===== config.mk =====
export PLATFORM = sky130hd
export DESIGN_NAME = infix_to_postfix_converter
export DESIGN_NICKNAME = d
export VERILOG_FILES = /design/src/hw/rtl/i2p_pkg.sv /design/src/hw/rtl/i2p_stack.sv /design/src/hw/rtl/infix_to_postfix_converter.sv
export SDC_FILE = /design/constraint.sdc
export NUM_CORES = 1
export LEC_CHECK = 0
export BUFFER_PORTS_ARGS = -buffer_cell sky130_fd_sc_hd__buf_4
export CORE_AREA = 3 3 124 126
export CTS_CLUSTER_SIZE = 24
export DETAILED_ROUTE_END_ITERATION = 16
export DIE_AREA = 0 0 127 129
export GPL_TIMING_DRIVEN = 0
export HOLD_SLACK_MARGIN = 0.08
export PLACE_DENSITY = 0.65
export SLEW_MARGIN = 30
export SYNTH_ARGS = -nofsm -noshare
export SYNTH_HDL_FRONTEND = slang
export SYNTH_SLANG_ARGS = --single-unit
export TNS_END_PERCENT = 100

===== constraint.sdc =====
create_clock -name clock -period 10.53 [get_ports clock]
set_clock_uncertainty 0.05 [all_clocks]
set_input_delay 1.053 -clock clock [delete_from_list [all_inputs] [get_ports clock]]
set_output_delay 1.053 -clock clock [all_outputs]
set_load 0.01 [all_outputs]

===== src/hw/rtl/i2p_pkg.sv =====
`timescale 1ns / 1ps
// ----------------------------------------------------------------------------
// i2p_pkg
// Shared types, codes and precedence helpers for the infix-to-postfix
// converter.
// ----------------------------------------------------------------------------
package i2p_pkg;

   localparam int STACK_DEPTH = 16;
   localparam int CNT_W       = $clog2(STACK_DEPTH + 1);
   localparam int CODE_W      = 3;

   // Input token kinds.
   localparam logic [2:0] KIND_OPERAND  = 3'd0;
   localparam logic [2:0] KIND_OPERATOR = 3'd1;
   localparam logic [2:0] KIND_OPEN     = 3'd2;
   localparam logic [2:0] KIND_CLOSE    = 3'd3;
   localparam logic [2:0] KIND_END      = 3'd4;

   // Operator codes, plus the open-bracket marker kept on the stack.
   localparam logic [CODE_W-1:0] OP_ADD    = 3'd0;
   localparam logic [CODE_W-1:0] OP_SUB    = 3'd1;
   localparam logic [CODE_W-1:0] OP_MUL    = 3'd2;
   localparam logic [CODE_W-1:0] OP_DIV    = 3'd3;
   localparam logic [CODE_W-1:0] OP_POW    = 3'd4;
   localparam logic [CODE_W-1:0] OP_MARKER = 3'd5;

   // Result kinds.
   localparam logic [1:0] OUT_OPERAND  = 2'd0;
   localparam logic [1:0] OUT_OPERATOR = 2'd1;
   localparam logic [1:0] OUT_END      = 2'd2;

   // Error codes.
   localparam logic [1:0] ERR_NONE            = 2'd0;
   localparam logic [1:0] ERR_OVERFLOW        = 2'd1;
   localparam logic [1:0] ERR_UNMATCHED_CLOSE = 2'd2;
   localparam logic [1:0] ERR_UNMATCHED_OPEN  = 2'd3;

   typedef struct packed {
      logic [2:0]  token_kind;
      logic [2:0]  operator_code;
      logic [63:0] operand_value;
      logic        operand_is_variable;
   } req_type;

   typedef struct packed {
      logic [1:0]  out_kind;
      logic [2:0]  out_operator;
      logic [63:0] out_value;
      logic        out_is_variable;
      logic [1:0]  error_code;
      logic        last_of_run;
   } rsp_type;

   typedef struct packed {
      logic              push;
      logic              pop;
      logic [CODE_W-1:0] code;
   } stack_ctl_type;

   typedef struct packed {
      logic [CNT_W-1:0]  count;
      logic [CODE_W-1:0] top;
      logic [CODE_W-1:0] second;
   } stack_stat_type;

   function automatic logic [1:0] prec_of(logic [CODE_W-1:0] op);
      logic [1:0] p;
      if (op <= OP_SUB) begin
         p = 2'd1;
      end else if (op <= OP_DIV) begin
         p = 2'd2;
      end else begin
         p = 2'd3;
      end
      return p;
   endfunction

   // True when the stacked entry must be emitted before the incoming operator
   // is pushed. Power is right-associative, so it only yields to tighter ones.
   function automatic logic should_pop(logic [CODE_W-1:0] op, logic [CODE_W-1:0] t);
      logic [1:0] p_in;
      logic [1:0] p_top;
      logic       res;
      p_in  = prec_of(op);
      p_top = prec_of(t);
      if (t == OP_MARKER) begin
         res = 1'b0;
      end else if (op == OP_POW) begin
         res = (p_in < p_top);
      end else begin
         res = (p_in <= p_top);
      end
      return res;
   endfunction

endpackage


===== src/hw/rtl/i2p_stack.sv =====
`timescale 1ns / 1ps
// ----------------------------------------------------------------------------
// i2p_stack
// Operator stack built as a shift line: the top entry always sits at index
// zero, so the top and the entry below it are read at fixed places.
// ----------------------------------------------------------------------------
module i2p_stack (
   input  logic                    clock,
   input  logic                    reset,
   input  i2p_pkg::stack_ctl_type  ctl,
   output i2p_pkg::stack_stat_type stat
);
   import i2p_pkg::*;

   logic [CODE_W-1:0] entry_ff [STACK_DEPTH];
   logic [CODE_W-1:0] entry_in [STACK_DEPTH];
   logic [CNT_W-1:0]  count_ff;
   logic [CNT_W-1:0]  count_in;

   always_comb begin
      for (int i = 0; i < STACK_DEPTH; i++) begin
         entry_in[i] = entry_ff[i];
      end
      count_in = count_ff;
      if (ctl.push) begin
         entry_in[0] = ctl.code;
         for (int i = 1; i < STACK_DEPTH; i++) begin
            entry_in[i] = entry_ff[i-1];
         end
         count_in = count_ff + CNT_W'(1);
      end else if (ctl.pop) begin
         for (int i = 0; i < STACK_DEPTH - 1; i++) begin
            entry_in[i] = entry_ff[i+1];
         end
         count_in = count_ff - CNT_W'(1);
      end
   end

   always_ff @(posedge clock) begin
      for (int i = 0; i < STACK_DEPTH; i++) begin
         entry_ff[i] <= entry_in[i];
      end
   end

   always_ff @(posedge clock) begin
      if (reset) begin
         count_ff <= '0;
      end else begin
         count_ff <= count_in;
      end
   end

   assign stat.count  = count_ff;
   assign stat.top    = entry_ff[0];
   assign stat.second = entry_ff[1];

endmodule


===== src/hw/rtl/infix_to_postfix_converter.sv =====
`timescale 1ns / 1ps
// ----------------------------------------------------------------------------
// infix_to_postfix_converter
// Shunting-yard converter: takes infix tokens and emits them in postfix order
// through an operator stack, one step per cycle unless the response stalls.
// ----------------------------------------------------------------------------
//  Channel   Ports                          Direction  Carries
//  request   req_valid/req_ready/req_data   in         one infix token
//  response  rsp_valid/rsp_ready/rsp_data   out        one postfix token
//
//  An operand or open bracket is handled in the cycle it is accepted.
//  The sequencer moves one stack entry per cycle while the output register
//  is free: an operator or close bracket pops what it releases, then pushes
//  the operator or drops the marker; the end token empties the stack first.
//  A stalled response holds the sequencer; the next request is taken once the
//  token is finished and the output register is free.
//  Reset empties the stack by clearing its count; entries need no clearing.
// ----------------------------------------------------------------------------
module infix_to_postfix_converter (
   input  logic             clock,
   input  logic             reset,
   input  logic             req_valid,
   output logic             req_ready,
   input  i2p_pkg::req_type req_data,
   output logic             rsp_valid,
   input  logic             rsp_ready,
   output i2p_pkg::rsp_type rsp_data
);
   import i2p_pkg::*;

   localparam logic [1:0] S_IDLE  = 2'd0;
   localparam logic [1:0] S_OPER  = 2'd1;
   localparam logic [1:0] S_CLOSE = 2'd2;
   localparam logic [1:0] S_END   = 2'd3;

   logic [1:0]        state_ff, state_in;
   logic [CODE_W-1:0] tok_op_ff, tok_op_in;
   logic              open_ff, open_in;
   rsp_type           rsp_ff, rsp_in;
   logic              rsp_valid_ff;
   logic              emit;
   logic              out_free;
   logic              accept;
   logic              full;
   logic              have_two;
   stack_ctl_type     stk_ctl;
   stack_stat_type    stk_stat;

   i2p_stack u_stack (
      .clock (clock),
      .reset (reset),
      .ctl   (stk_ctl),
      .stat  (stk_stat)
   );

   assign out_free  = !rsp_valid_ff || rsp_ready;
   assign req_ready = (state_ff == S_IDLE) && out_free;
   assign accept    = req_valid && req_ready;
   assign full      = (stk_stat.count == CNT_W'(STACK_DEPTH));
   assign have_two  = (stk_stat.count > CNT_W'(1));

   always_comb begin
      state_in     = state_ff;
      tok_op_in    = tok_op_ff;
      open_in      = open_ff;
      emit         = 1'b0;
      rsp_in       = '0;
      stk_ctl.push = 1'b0;
      stk_ctl.pop  = 1'b0;
      stk_ctl.code = tok_op_ff;
      case (state_ff)
         S_IDLE: begin
            if (accept) begin
               case (req_data.token_kind)
                  KIND_OPERAND: begin
                     emit                   = 1'b1;
                     rsp_in.out_kind        = OUT_OPERAND;
                     rsp_in.out_value       = req_data.operand_value;
                     rsp_in.out_is_variable = req_data.operand_is_variable;
                     rsp_in.last_of_run     = 1'b1;
                  end
                  KIND_OPERATOR: begin
                     if (req_data.operator_code <= OP_POW) begin
                        tok_op_in = req_data.operator_code;
                        state_in  = S_OPER;
                     end
                  end
                  KIND_OPEN: begin
                     if (full) begin
                        emit               = 1'b1;
                        rsp_in.out_kind    = OUT_OPERATOR;
                        rsp_in.error_code  = ERR_OVERFLOW;
                        rsp_in.last_of_run = 1'b1;
                     end else begin
                        stk_ctl.push = 1'b1;
                        stk_ctl.code = OP_MARKER;
                     end
                  end
                  KIND_CLOSE: begin
                     state_in = S_CLOSE;
                  end
                  KIND_END: begin
                     open_in  = 1'b0;
                     state_in = S_END;
                  end
                  default: begin
                  end
               endcase
            end
         end
         S_OPER: begin
            if (out_free) begin
               if (stk_stat.count != '0 && should_pop(tok_op_ff, stk_stat.top)) begin
                  // The push after the pops cannot overflow, so this is the
                  // last result unless the entry below also has to go.
                  emit                = 1'b1;
                  rsp_in.out_kind     = OUT_OPERATOR;
                  rsp_in.out_operator = stk_stat.top;
                  rsp_in.last_of_run  = !(have_two && should_pop(tok_op_ff, stk_stat.second));
                  stk_ctl.pop         = 1'b1;
               end else if (full) begin
                  emit               = 1'b1;
                  rsp_in.out_kind    = OUT_OPERATOR;
                  rsp_in.error_code  = ERR_OVERFLOW;
                  rsp_in.last_of_run = 1'b1;
                  state_in           = S_IDLE;
               end else begin
                  stk_ctl.push = 1'b1;
                  state_in     = S_IDLE;
               end
            end
         end
         S_CLOSE: begin
            if (out_free) begin
               if (stk_stat.count == '0) begin
                  emit               = 1'b1;
                  rsp_in.out_kind    = OUT_OPERATOR;
                  rsp_in.error_code  = ERR_UNMATCHED_CLOSE;
                  rsp_in.last_of_run = 1'b1;
                  state_in           = S_IDLE;
               end else if (stk_stat.top == OP_MARKER) begin
                  stk_ctl.pop = 1'b1;
                  state_in    = S_IDLE;
               end else begin
                  emit                = 1'b1;
                  rsp_in.out_kind     = OUT_OPERATOR;
                  rsp_in.out_operator = stk_stat.top;
                  rsp_in.last_of_run  = have_two && (stk_stat.second == OP_MARKER);
                  stk_ctl.pop         = 1'b1;
               end
            end
         end
         S_END: begin
            if (out_free) begin
               if (stk_stat.count == '0) begin
                  emit               = 1'b1;
                  rsp_in.out_kind    = OUT_END;
                  rsp_in.error_code  = open_ff ? ERR_UNMATCHED_OPEN : ERR_NONE;
                  rsp_in.last_of_run = 1'b1;
                  state_in           = S_IDLE;
               end else if (stk_stat.top == OP_MARKER) begin
                  stk_ctl.pop = 1'b1;
                  open_in     = 1'b1;
               end else begin
                  emit                = 1'b1;
                  rsp_in.out_kind     = OUT_OPERATOR;
                  rsp_in.out_operator = stk_stat.top;
                  stk_ctl.pop         = 1'b1;
               end
            end
         end
         default: begin
            state_in = S_IDLE;
         end
      endcase
   end

   always_ff @(posedge clock) begin
      if (reset) begin
         state_ff     <= S_IDLE;
         open_ff      <= 1'b0;
         rsp_valid_ff <= 1'b0;
      end else begin
         state_ff <= state_in;
         open_ff  <= open_in;
         if (emit) begin
            rsp_valid_ff <= 1'b1;
         end else if (rsp_ready) begin
            rsp_valid_ff <= 1'b0;
         end
      end
   end

   always_ff @(posedge clock) begin
      tok_op_ff <= tok_op_in;
      if (emit) begin
         rsp_ff <= rsp_in;
      end
   end

   assign rsp_valid = rsp_valid_ff;
   assign rsp_data  = rsp_ff;

   a_count_bound: assert property (@(posedge clock) disable iff (reset)
      stk_stat.count <= CNT_W'(STACK_DEPTH))
      else $error("operator stack count beyond depth");

   a_no_empty_pop: assert property (@(posedge clock) disable iff (reset)
      stk_ctl.pop |-> stk_stat.count != '0)
      else $error("pop from an empty operator stack");

   a_busy_not_ready: assert property (@(posedge clock) disable iff (reset)
      state_ff != S_IDLE |-> !req_ready)
      else $error("request taken while a token is still in work");

   a_end_is_last: assert property (@(posedge clock) disable iff (reset)
      rsp_valid && rsp_data.out_kind == OUT_END |-> rsp_data.last_of_run)
      else $error("end marker not flagged as last of run");

endmodule


==> impl_metrics.yaml, run 1 <==
status:
  status: "finished, final reports clean"
clocking:
  post_cts_buffers: 0
  hold_buffers: 0
  cts.repair.resized: 0
  clkTransAtPathRegs_ns: 0.06
  numCtsBuffers: 17
  root_buffer: "clkbuf_16"
  htreeDepth: 4
  cts_tree: "yes"
  clk_latency_ns: 0.41
  clock-sinks: 133
  clk_path_buf_depth: 2
layout:
  multi_input_area_sq_um: 1720
  final_layout_size_suffix_gt1_share_pct: 30.4
  regArea_sq_um: 3900
  nets: 731
  fill_cells: 1247
  area_delta_synth_final_pct: 36.8
  final_common_cell: "buf_4"
  antenna_cells: 0
  stdcell_count: 848
  design_area_sq_um: 7820
  layout_common_cells: "buf_4, nand2_1, edfxtp_1"
place:
  port-buffer-count: 149
  place.gp.congestion: 0.838
  dp_hpwl_um: 10100
  placed_area_sq_um: 7210
  dpl_worst_slack_ns: 7.03
  numPlacedInstances: 816
floorplan:
  row_count: 44
  die_h_um: 129
  die_x_um: 127
  ios: 150
  die-area_sq_um: 16400
  initial_core_util_pct: 39.6
  core_sq_um: 14400
critical_path:
  critPathRequiredTime_ns: 10.65
  worstSetupPathType: "reg -> reg"
  start_kind: "flop"
  end_kind: "flop"
  cp.arrival_ns: 3.34
  worstPathMaxFanout: 21
power_and_ir_drop:
  powerDensity_nw_per_um2: 181
  p_comb_share_pct: 11.9
  switching_power_uw: 335
  irDropWorstVdd_v: 0.000126
  seqPwrFrac_pct: 45.5
  clkPwrFrac_pct: 42.7
  leakage_nw: 3.15
  p_int_mw: 1.08
  switching_share_pct: 23.7
global_route:
  grt_max_degree: 23
  track_usage_pct: 17.0
  grt_pass1_wl_um: 21700
  antenna_found_initial: 0
  grt_pass1_vias: 4103
  grt_overflow: 0
detailed_routing:
  drc: 0
  wl_per_cell_um: 16.2
  viasPerCell: 4.85
  first_iter_violations: 255
  first_pass_iters: 6
  vias: 4109
  routed_wl_um: 13700
  final_antenna_net_count: 0
synthesis:
  syn_inst: 478
  ys_seq_elements: 133
  synth.distinct_cells: 51
  yosysSeqAreaShare_pct: 68.3
  yosysWarnings: 0
  syn-mean-instance-area_sq_um: 12.0
  mappedNetlistNets: 558
  netlist_area_sq_um: 5710
min_path:
  hp-class: "reg -> reg"
sta:
  fin_ws_ns: 7.31
  max_freq_mhz: 311
  hold_ws_ns: 0.419
  period_minus_slack_ns: 3.22
  fin_crit_sh_pct: 30.6
  worstMarginPinSlew_ns: 0.663
  rsz0062_at_grt: "no"
  drv_slew: 0
  max_slew_margin_pct: 55.3
  finalHoldViolCount: 0
  setup_viol_count_final: 0
  fin_setup_tns_ns: 0
run:
  drv_cap: 0
==> power groups by stage <==
stage	sequential [mW]	combinational (mW)	clock, mW
2_1_floorplan	0.667	0.0708	0
3_3_place_gp	0.663	0.153	0
3_5_place_dp	0.654	0.169	0
4_1_cts	0.644	0.170	0.615
5_1_grt	0.647	0.185	0.646
6_report	0.643	0.168	0.604
==> final cells by class <==
cell class | instances | area share (%)
plain buffers | 19 | 1.02
well taps | 184 | 2.95
flip-flops and latches | 133 | 49.9
clock buffers | 19 | 5.54
clock inverters | 13 | 2.21
inverters | 8 | 0.384
repair buffers | 154 | 15.9
multi-input cells | 318 | 22.0
==> per-stage QoR <==
step | util (%) | total power, mW
3_3_place_gp | 49.0 | 0.816
5_1_grt | 54.2 | 1.48
6_report | 54.2 | 1.41
3_5_place_dp | 50.0 | 0.824
2_1_floorplan | - | 0.738
4_1_cts | 54.2 | 1.43
==> Yosys cell counts, drive strengths merged <==
library cell	number	area, sq um
o211ai	2	15.0
mux2i	1	10.0
buf	5	27.5
o21a	3	22.5
a22oi	3	22.5
o22a	1	8.76
clkbuf	14	52.6
o32a	1	10.0
a221oi	1	8.76
a31oi	4	25.0
nand3b	1	7.51
nand2	138	521
o2bb2ai	1	8.76
o31a	1	8.76
a21oi	5	25.0
and2	68	425
nor4b	1	23.8
a2bb2oi	2	17.5
a211oi	1	7.51
o211a	1	10.0
nand4	1	6.26
or2	1	6.26
and3	3	18.8
nand3	4	20.0
o311ai	2	35.0
nor3b	1	7.51
dfxtp	9	180
a32o	1	10.0
mux2	4	45.0
or3b	1	8.76
o31ai	1	7.51
nor2b	5	31.3
nor2	25	93.8
nand2b	3	18.8
nor4	1	6.26
o21ai	12	60.1
o221ai	1	8.76
inv	8	30.0
o21bai	1	7.51
edfxtp	124	3720
a21o	1	7.51
nor3	9	55.1
o22ai	1	6.26
ha	5	62.6
==> final timing paths <==
check                                     from                                end  slack, ns  cells after the start
max reg2reg             tok_op_ff[1]$_DFFE_PP_   u_stack.entry_ff[1][2]$_DFFE_PP_       7.31                     11
min          u_stack.entry_ff[1][19]$_DFFE_PP_  u_stack.entry_ff[1][22]$_DFFE_PP_       0.42                      0
max                     tok_op_ff[1]$_DFFE_PP_   u_stack.entry_ff[1][2]$_DFFE_PP_       7.31                     11
min reg2reg  u_stack.entry_ff[1][19]$_DFFE_PP_  u_stack.entry_ff[1][22]$_DFFE_PP_       0.42                      0
==> cell families (layout without fill, tap and decap cells) <==
kind of cell | after synthesis | in the layout | synth area share, %
AND/OR/NAND/NOR | 262 | 262 | 21.9
buffers and inverters | 27 | 213 | 1.93
flip-flops | 133 | 133 | 68.3
adder cells (fa/ha/maj) | 5 | 5 | 1.09
multiplexers | 5 | 5 | 0.963
AO/OA/AOI/OAI | 46 | 46 | 5.82
==> state kept, by name (all words and copies together), names as in the netlist <==
| signal | cells |
|---|---|
| open_ff | 1 |
| rsp_data | 73 |
| rsp_valid | 1 |
| state_ff | 2 |
| tok_op_ff | 3 |
| u_stack.count_ff | 5 |
| u_stack.entry_ff | 48 |
==> worst max-delay path: stages, from the launching register on <==
cell and delay, ns:
edfxtp_1 0.47, inv_1 0.11, nor2_1 0.07, ha_1 0.30
nor2_1 0.05, o31ai_1 0.28, nand2_2 0.18, o311ai_4 0.53
buf_2 0.35, o21ai_4 0.19, buf_8 0.22, buf_16 0.17
==> per-layer routing <==
layer | part of all wire, % | vias up | GRT usage [%] | wire length, um
met5 | 0 | - | 0 | 0
li1 | - | 2016 | - | -
met2 | 47 | 162 | 27.0 | 6480
met4 | 0.64 | 0 | 3.72 | 88
met1 | 42 | 1925 | 22.1 | 5740
met3 | 10 | 6 | 7.14 | 1410
No activity file was read; power rests on OpenSTA's default activity.
==> run 2: changes to the inputs <==
==> constraint.sdc (replaced) <==
create_clock -name clock -period 3.27 [get_ports clock]
set_clock_uncertainty 0.05 [all_clocks]
set_input_delay 0.327 -clock clock [delete_from_list [all_inputs] [get_ports clock]]
set_output_delay 0.327 -clock clock [all_outputs]
set_load 0.01 [all_outputs]
==> run 2 against run 1 <==
  * Count of clock-buffer cells in the layout is 2 lower
  * Sequential power grew to 3.2 times the previous value
  * Global-route usage is 0.48 points lower
  * Core utilization is 0.51 points higher
  * Power grew to 3.3 times the previous value
  * Maximum frequency is 6.2% higher
  * First-iteration DRC count is 52% higher
  * Flip-flop and latch count stayed put
  * Non-clock buffer count is 7 higher
  * Hold slack worse by 0.28 ns
  * Routed wire length is 0.35% higher
  * Setup slack worse by 7.1 ns
  * Critical path type unchanged
==> impl_metrics.yaml, run 2 (synthesis results as in run 1) <==
detailed_routing:
  wl_met3_um: 1090
  viasPerCell: 4.95
  wl_met1_um: 6030
  vias: 4228
  final_antenna_net_count: 0
  first_iter_violations: 387
  first_pass_iters: 5
  wl_per_cell_um: 16.1
  routed_wl_um: 13800
  dr_wl_met2_um: 6480
  top_layer_used: "met4"
  drc: 0
min_path:
  hold_start: "req_data[51]"
  hold-path-cell-count: 2
  hp-class: "in -> reg"
  min_to: "rsp_data[54]$_SDFFCE_PN0P_"
critical_path:
  cp.arrival_ns: 3.15
  worstSetupPathType: "reg -> reg"
  r2r_slack_ns: 0.24
  end_kind: "flop"
  worstPathMaxFanout: 22
  r2r_start: "tok_op_ff[1]$_DFFE_PP_"
  start_kind: "flop"
  r2r_end: "rsp_data[32]$_SDFFCE_PN0P_"
  critPathRequiredTime_ns: 3.39
  rr_worst_depth: 12
clocking:
  clock-sinks: 133
  cts_tree: "yes"
  clk_path_buf_depth: 2
  numCtsBuffers: 17
  htreeDepth: 4
  root_buffer: "clkbuf_16"
  clk_latency_ns: 0.42
  clkTransAtPathRegs_ns: 0.06
floorplan:
  die_h_um: 129
  ios: 150
  core_sq_um: 14400
  die_x_um: 127
  initial_core_util_pct: 39.6
  row_count: 44
  die-area_sq_um: 16400
global_route:
  grt_overflow: 0
  grt_pass1_vias: 3963
  track_usage_pct: 16.6
  grt_pass1_wl_um: 21100
  antenna_found_initial: 0
  grt_max_degree: 23
layout:
  final_layout_size_suffix_gt1_share_pct: 30.4
  nets: 738
  final_common_cell: "buf_4"
  design_area_sq_um: 7890
  largest_register_ff_count: 73
  layout_common_cells: "buf_4, nand2_1, edfxtp_1"
  antenna_cells: 0
  area_delta_synth_final_pct: 38.1
  fill_cells: 1237
power_and_ir_drop:
  powerDensity_nw_per_um2: 583
  leakage_nw: 3.18
  irDropWorstVdd_v: 0.000444
  power.total_mw: 4.60
status:
  status: "finished, final reports clean"
place:
  port-buffer-count: 149
  dp_hpwl_um: 9890
  place.gp.congestion: 0.843
  dpl_worst_slack_ns: 0.0518
  placed_area_sq_um: 7220
sta:
  hold_ws_ns: 0.138
  fin_crit_sh_pct: 92.7
  setup_viol_count_final: 0
  rsz0062_at_grt: "no"
  max_freq_mhz: 330
  period_minus_slack_ns: 3.03
  max_slew_margin_pct: 51.6
  fin_ws_ns: 0.238
  drv_slew: 0
  worstMarginPinSlew_ns: 0.717
  finalHoldViolCount: 0
run:
  drv_cap: 0
## run 2: what timing repair did
item	CTS	global route
hold endpoints to repair	3	0
resized for setup	0	1
buffers inserted	0	4
hold buffers	3	0
setup endpoints to repair	0	55
## run 2: layout make-up
| type | count | area, sq um | area share [%] |
|---|---|---|---|
| Sequential cell | 133 | 3900 | 49.5 |
| Tap cell | 184 | 230 | 2.92 |
| Buffer | 19 | 82.6 | 1.05 |
| Inverter | 8 | 30.0 | 0.381 |
| Clock buffer | 17 | 425 | 5.39 |
| Clock inverter | 15 | 186 | 2.36 |
| Timing Repair Buffer | 161 | 1300 | 16.5 |
| Multi-Input combinational cell | 318 | 1730 | 21.9 |
## run 2: worst max-delay path by stage
stage / startpoint / endpoint / slack, ns / depth (start not counted)
finish: tok_op_ff[1]$_DFFE_PP_ / rsp_data[32]$_SDFFCE_PN0P_ / 0.24 / 12
global route: tok_op_ff[1]$_DFFE_PP_ / rsp_data[40]$_SDFFCE_PN0P_ / 0.01 / 12
global placement: tok_op_ff[1]$_DFFE_PP_ / rsp_data[40]$_SDFFCE_PN0P_ / -0.60 / 9
detailed placement: u_stack.entry_ff[0][2]$_DFFE_PP_ / u_stack.entry_ff[1][16]$_DFFE_PP_ / 0.05 / 10
CTS: tok_op_ff[1]$_DFFE_PP_ / u_stack.entry_ff[1][7]$_DFFE_PP_ / 0.02 / 11
floorplan: tok_op_ff[1]$_DFFE_PP_ / rsp_data[0]$_DFFE_PP_ / 0.02 / 9
## run 2: metrics by stage
| stage | setup TNS (ns) | util, % | cells |
|---|---|---|---|
| finish | 0 | 54.7 | 855 |
| floorplan | 0 | - | 478 |
| detailed placement | 0 | 50.0 | 816 |
| CTS | 0 | 54.5 | 851 |
| global placement | -63.51 | 49.1 | 811 |
| global route | 0 | 54.7 | 855 |
## run 2: critical path: stages (launching register included)
cell and delay (ns):
edfxtp_1 0.45, inv_1 0.08, nor2_1 0.18, ha_1 0.28, o21ai_1 0.07, or3b_1 0.38, nand2_2 0.17, o22ai_1 0.10
a22oi_1 0.33, o21ai_4 0.12, buf_16 0.20, buf_16 0.17, buf_16 0.17
## run 2: routing by layer
metal,global-route usage (%),vias to the layer above
li1,-,2035
met1,21.8,1988
met2,26.0,190
met3,4.82,15
met4,6.56,0
met5,0,-
## run 2: where the power goes
part / switching [mW] / leakage, nW / internal (mW)
clock: 0.712 / 0.283 / 1.26
combinational: 0.295 / 1.71 / 0.259
sequential: 0.0565 / 1.18 / 2.01
total: 1.06 / 3.18 / 3.54
==> run 3: changes to the inputs <==
--- a/config.mk
+++ b/config.mk
@@ -6,10 +6,10 @@
 export NUM_CORES = 1
 export LEC_CHECK = 0
 export BUFFER_PORTS_ARGS = -buffer_cell sky130_fd_sc_hd__buf_4
-export CORE_AREA = 3 3 124 126
+export CORE_AREA = 2 2 123 125
 export CTS_CLUSTER_SIZE = 24
 export DETAILED_ROUTE_END_ITERATION = 16
-export DIE_AREA = 0 0 127 129
+export DIE_AREA = 0 0 125 127
 export GPL_TIMING_DRIVEN = 0
 export HOLD_SLACK_MARGIN = 0.08
 export PLACE_DENSITY = 0.65
==> run 3 against run 2 <==
  * Die area down 3.1%
  * Core utilization shrank 0.51 points
  * Clock power down 7%
  * Global-route usage is 0.66 points higher
  * Final cell count decreased by 0.58%
  * Largest cell class unchanged
==> impl_metrics.yaml, run 3 (synthesis results as in run 1) <==
status:
  status: "finished, final reports clean"
layout:
  nets: 734
  area_delta_synth_final_pct: 36.8
  final_common_cell: "buf_4"
  antenna_cells: 0
  largest_register_ff_count: 73
  stdcell_count: 850
  post-route-util_pct: 54.2
  fill_cells: 1228
  final_layout_size_suffix_gt1_share_pct: 29.7
  layout_common_cells: "buf_4, nand2_1, edfxtp_1"
detailed_routing:
  viasPerCell: 4.88
  routed_wl_um: 13400
  first_pass_iters: 5
  first_iter_violations: 186
  wl_per_cell_um: 15.7
  drc: 0
  vias: 4144
  final_antenna_net_count: 0
power_and_ir_drop:
  p_int_mw: 3.45
  clkPwrFrac_pct: 41.2
  switching_share_pct: 22.6
  power.total_mw: 4.45
  irDropWorstVdd_v: 0.000420
  seqPwrFrac_pct: 46.5
  leakage_nw: 3.14
  powerDensity_nw_per_um2: 570
  switching_power_mw: 1.01
  p_comb_share_pct: 12.3
floorplan:
  core_sq_um: 14400
  die-area_sq_um: 15900
  initial_core_util_pct: 39.6
  die_h_um: 127
  row_count: 44
  ios: 150
  die_x_um: 125
min_path:
  min_to: "rsp_data[39]$_SDFFCE_PN0P_"
  hold_start: "req_data[36]"
  hp-class: "in -> reg"
  hold-path-cell-count: 2
sta:
  rsz0062_at_grt: "no"
  drv_slew: 0
  max_slew_margin_pct: 49.8
  hold_ws_ns: 0.139
  period_minus_slack_ns: 3.07
  fin_crit_sh_pct: 93.8
  setup_viol_count_final: 0
  max_freq_mhz: 326
  fin_ws_ns: 0.201
  worstMarginPinSlew_ns: 0.743
  finalHoldViolCount: 0
critical_path:
  start_kind: "flop"
  rr_worst_depth: 10
  crit_chain: "nand2b_1, ha_1, nor2_1, o31ai_2, nand2_2, o22ai_1, a22oi_1, o21ai_4, buf_16, buf_16"
  cpPeakStageDelay_ns: 0.58
  r2r_slack_ns: 0.20
  r2r_end: "rsp_data[45]$_SDFFCE_PN0P_"
  worstSetupPathType: "reg -> reg"
  crit_top_cell: "buf_16"
  worstPathMaxFanout: 23
  cp.arrival_ns: 3.13
  critPathRequiredTime_ns: 3.34
  end_kind: "flop"
  slowest_stage: "o21ai_4"
  path_buf_inv: 2
  r2r_start: "u_stack.entry_ff[0][2]$_DFFE_PP_"
  path_delay_family: "compound AO/OA/AOI/OAI gates"
clocking:
  clk_latency_ns: 0.41
  clock-sinks: 133
  root_buffer: "clkbuf_16"
  cts.repair.resized: 0
  clkTransAtPathRegs_ns: 0.06
  htreeDepth: 4
  clk_path_buf_depth: 2
  numCtsBuffers: 17
  cts_tree: "yes"
global_route:
  grt_max_degree: 24
  track_usage_pct: 17.2
  grt_pass1_wl_um: 21400
  grt_pass1_vias: 4057
  grt_overflow: 0
  antenna_found_initial: 0
place:
  dp_hpwl_um: 9790
  place.gp.congestion: 0.878
  numPlacedInstances: 816
  port-buffer-count: 149
  dpl_worst_slack_ns: 0.180
run:
  drv_cap: 0
run 3: cell types whose count changed in the layout (fill, tap and decap cells not counted), sizes merged:
cell / before / now
buf: 162 / 159
bufinv: 4 / 3
clkbuf: 32 / 33
clkinvlp: 4 / 3
inv: 9 / 8
run 3: worst max-delay path by stage:
stage / start / end / slack [ns] / depth (start not counted)
detailed placement: u_stack.entry_ff[0][2]$_DFFE_PP_ / u_stack.entry_ff[1][19]$_DFFE_PP_ / 0.18 / 9
global placement: tok_op_ff[1]$_DFFE_PP_ / rsp_data[40]$_SDFFCE_PN0P_ / -0.57 / 9
CTS: u_stack.entry_ff[0][2]$_DFFE_PP_ / u_stack.entry_ff[1][1]$_DFFE_PP_ / 0.18 / 9
floorplan: tok_op_ff[1]$_DFFE_PP_ / rsp_data[0]$_DFFE_PP_ / 0.02 / 9
finish: u_stack.entry_ff[0][2]$_DFFE_PP_ / rsp_data[45]$_SDFFCE_PN0P_ / 0.20 / 10
global route: tok_op_ff[1]$_DFFE_PP_ / u_stack.entry_ff[1][1]$_DFFE_PP_ / 0.01 / 10
run 3: area by class of cell:
class	count	area [sq um]	share of cell area, %
buffer	19	80.1	1.02
clock buffer	19	433	5.54
clock inverter	12	138	1.76
inverter	8	30.0	0.384
multi-input combinational	318	1730	22.1
sequential	133	3900	49.9
tap	184	230	2.95
timing repair buffer	157	1270	16.3
run 3: stage by stage:
stage	cell area [sq um]	TNS [ns]
2_1_floorplan	5730	0
3_3_place_gp	7080	-60.16
3_5_place_dp	7220	0
4_1_cts	7820	0
5_1_grt	7820	0
6_report	7820	0
run 3: power groups by stage:
stage	Sequential, mW	Clock, mW	Combinational [mW]
3_5_place_dp	2.10	0	0.548
3_3_place_gp	2.11	0	0.499
4_1_cts	2.07	1.88	0.553
6_report	2.07	1.84	0.549
5_1_grt	2.08	1.96	0.602
2_1_floorplan	2.13	0	0.233
run 3: routing by layer:
layer  up-vias  share of wire (%)  GRT usage (%)
li1       2021                  -              -
met1      1941                 44           22.3
met2       165                 47           27.8
met3        17                7.6           4.86
met4         0                1.5           6.41
met5         -                  0              0
run 3: repair_timing:
action | CTS | global route
hold buffers | 3 | 0
setup endpoints to repair | 0 | 34
hold endpoints to repair | 3 | 0
setup buffers | 0 | 0
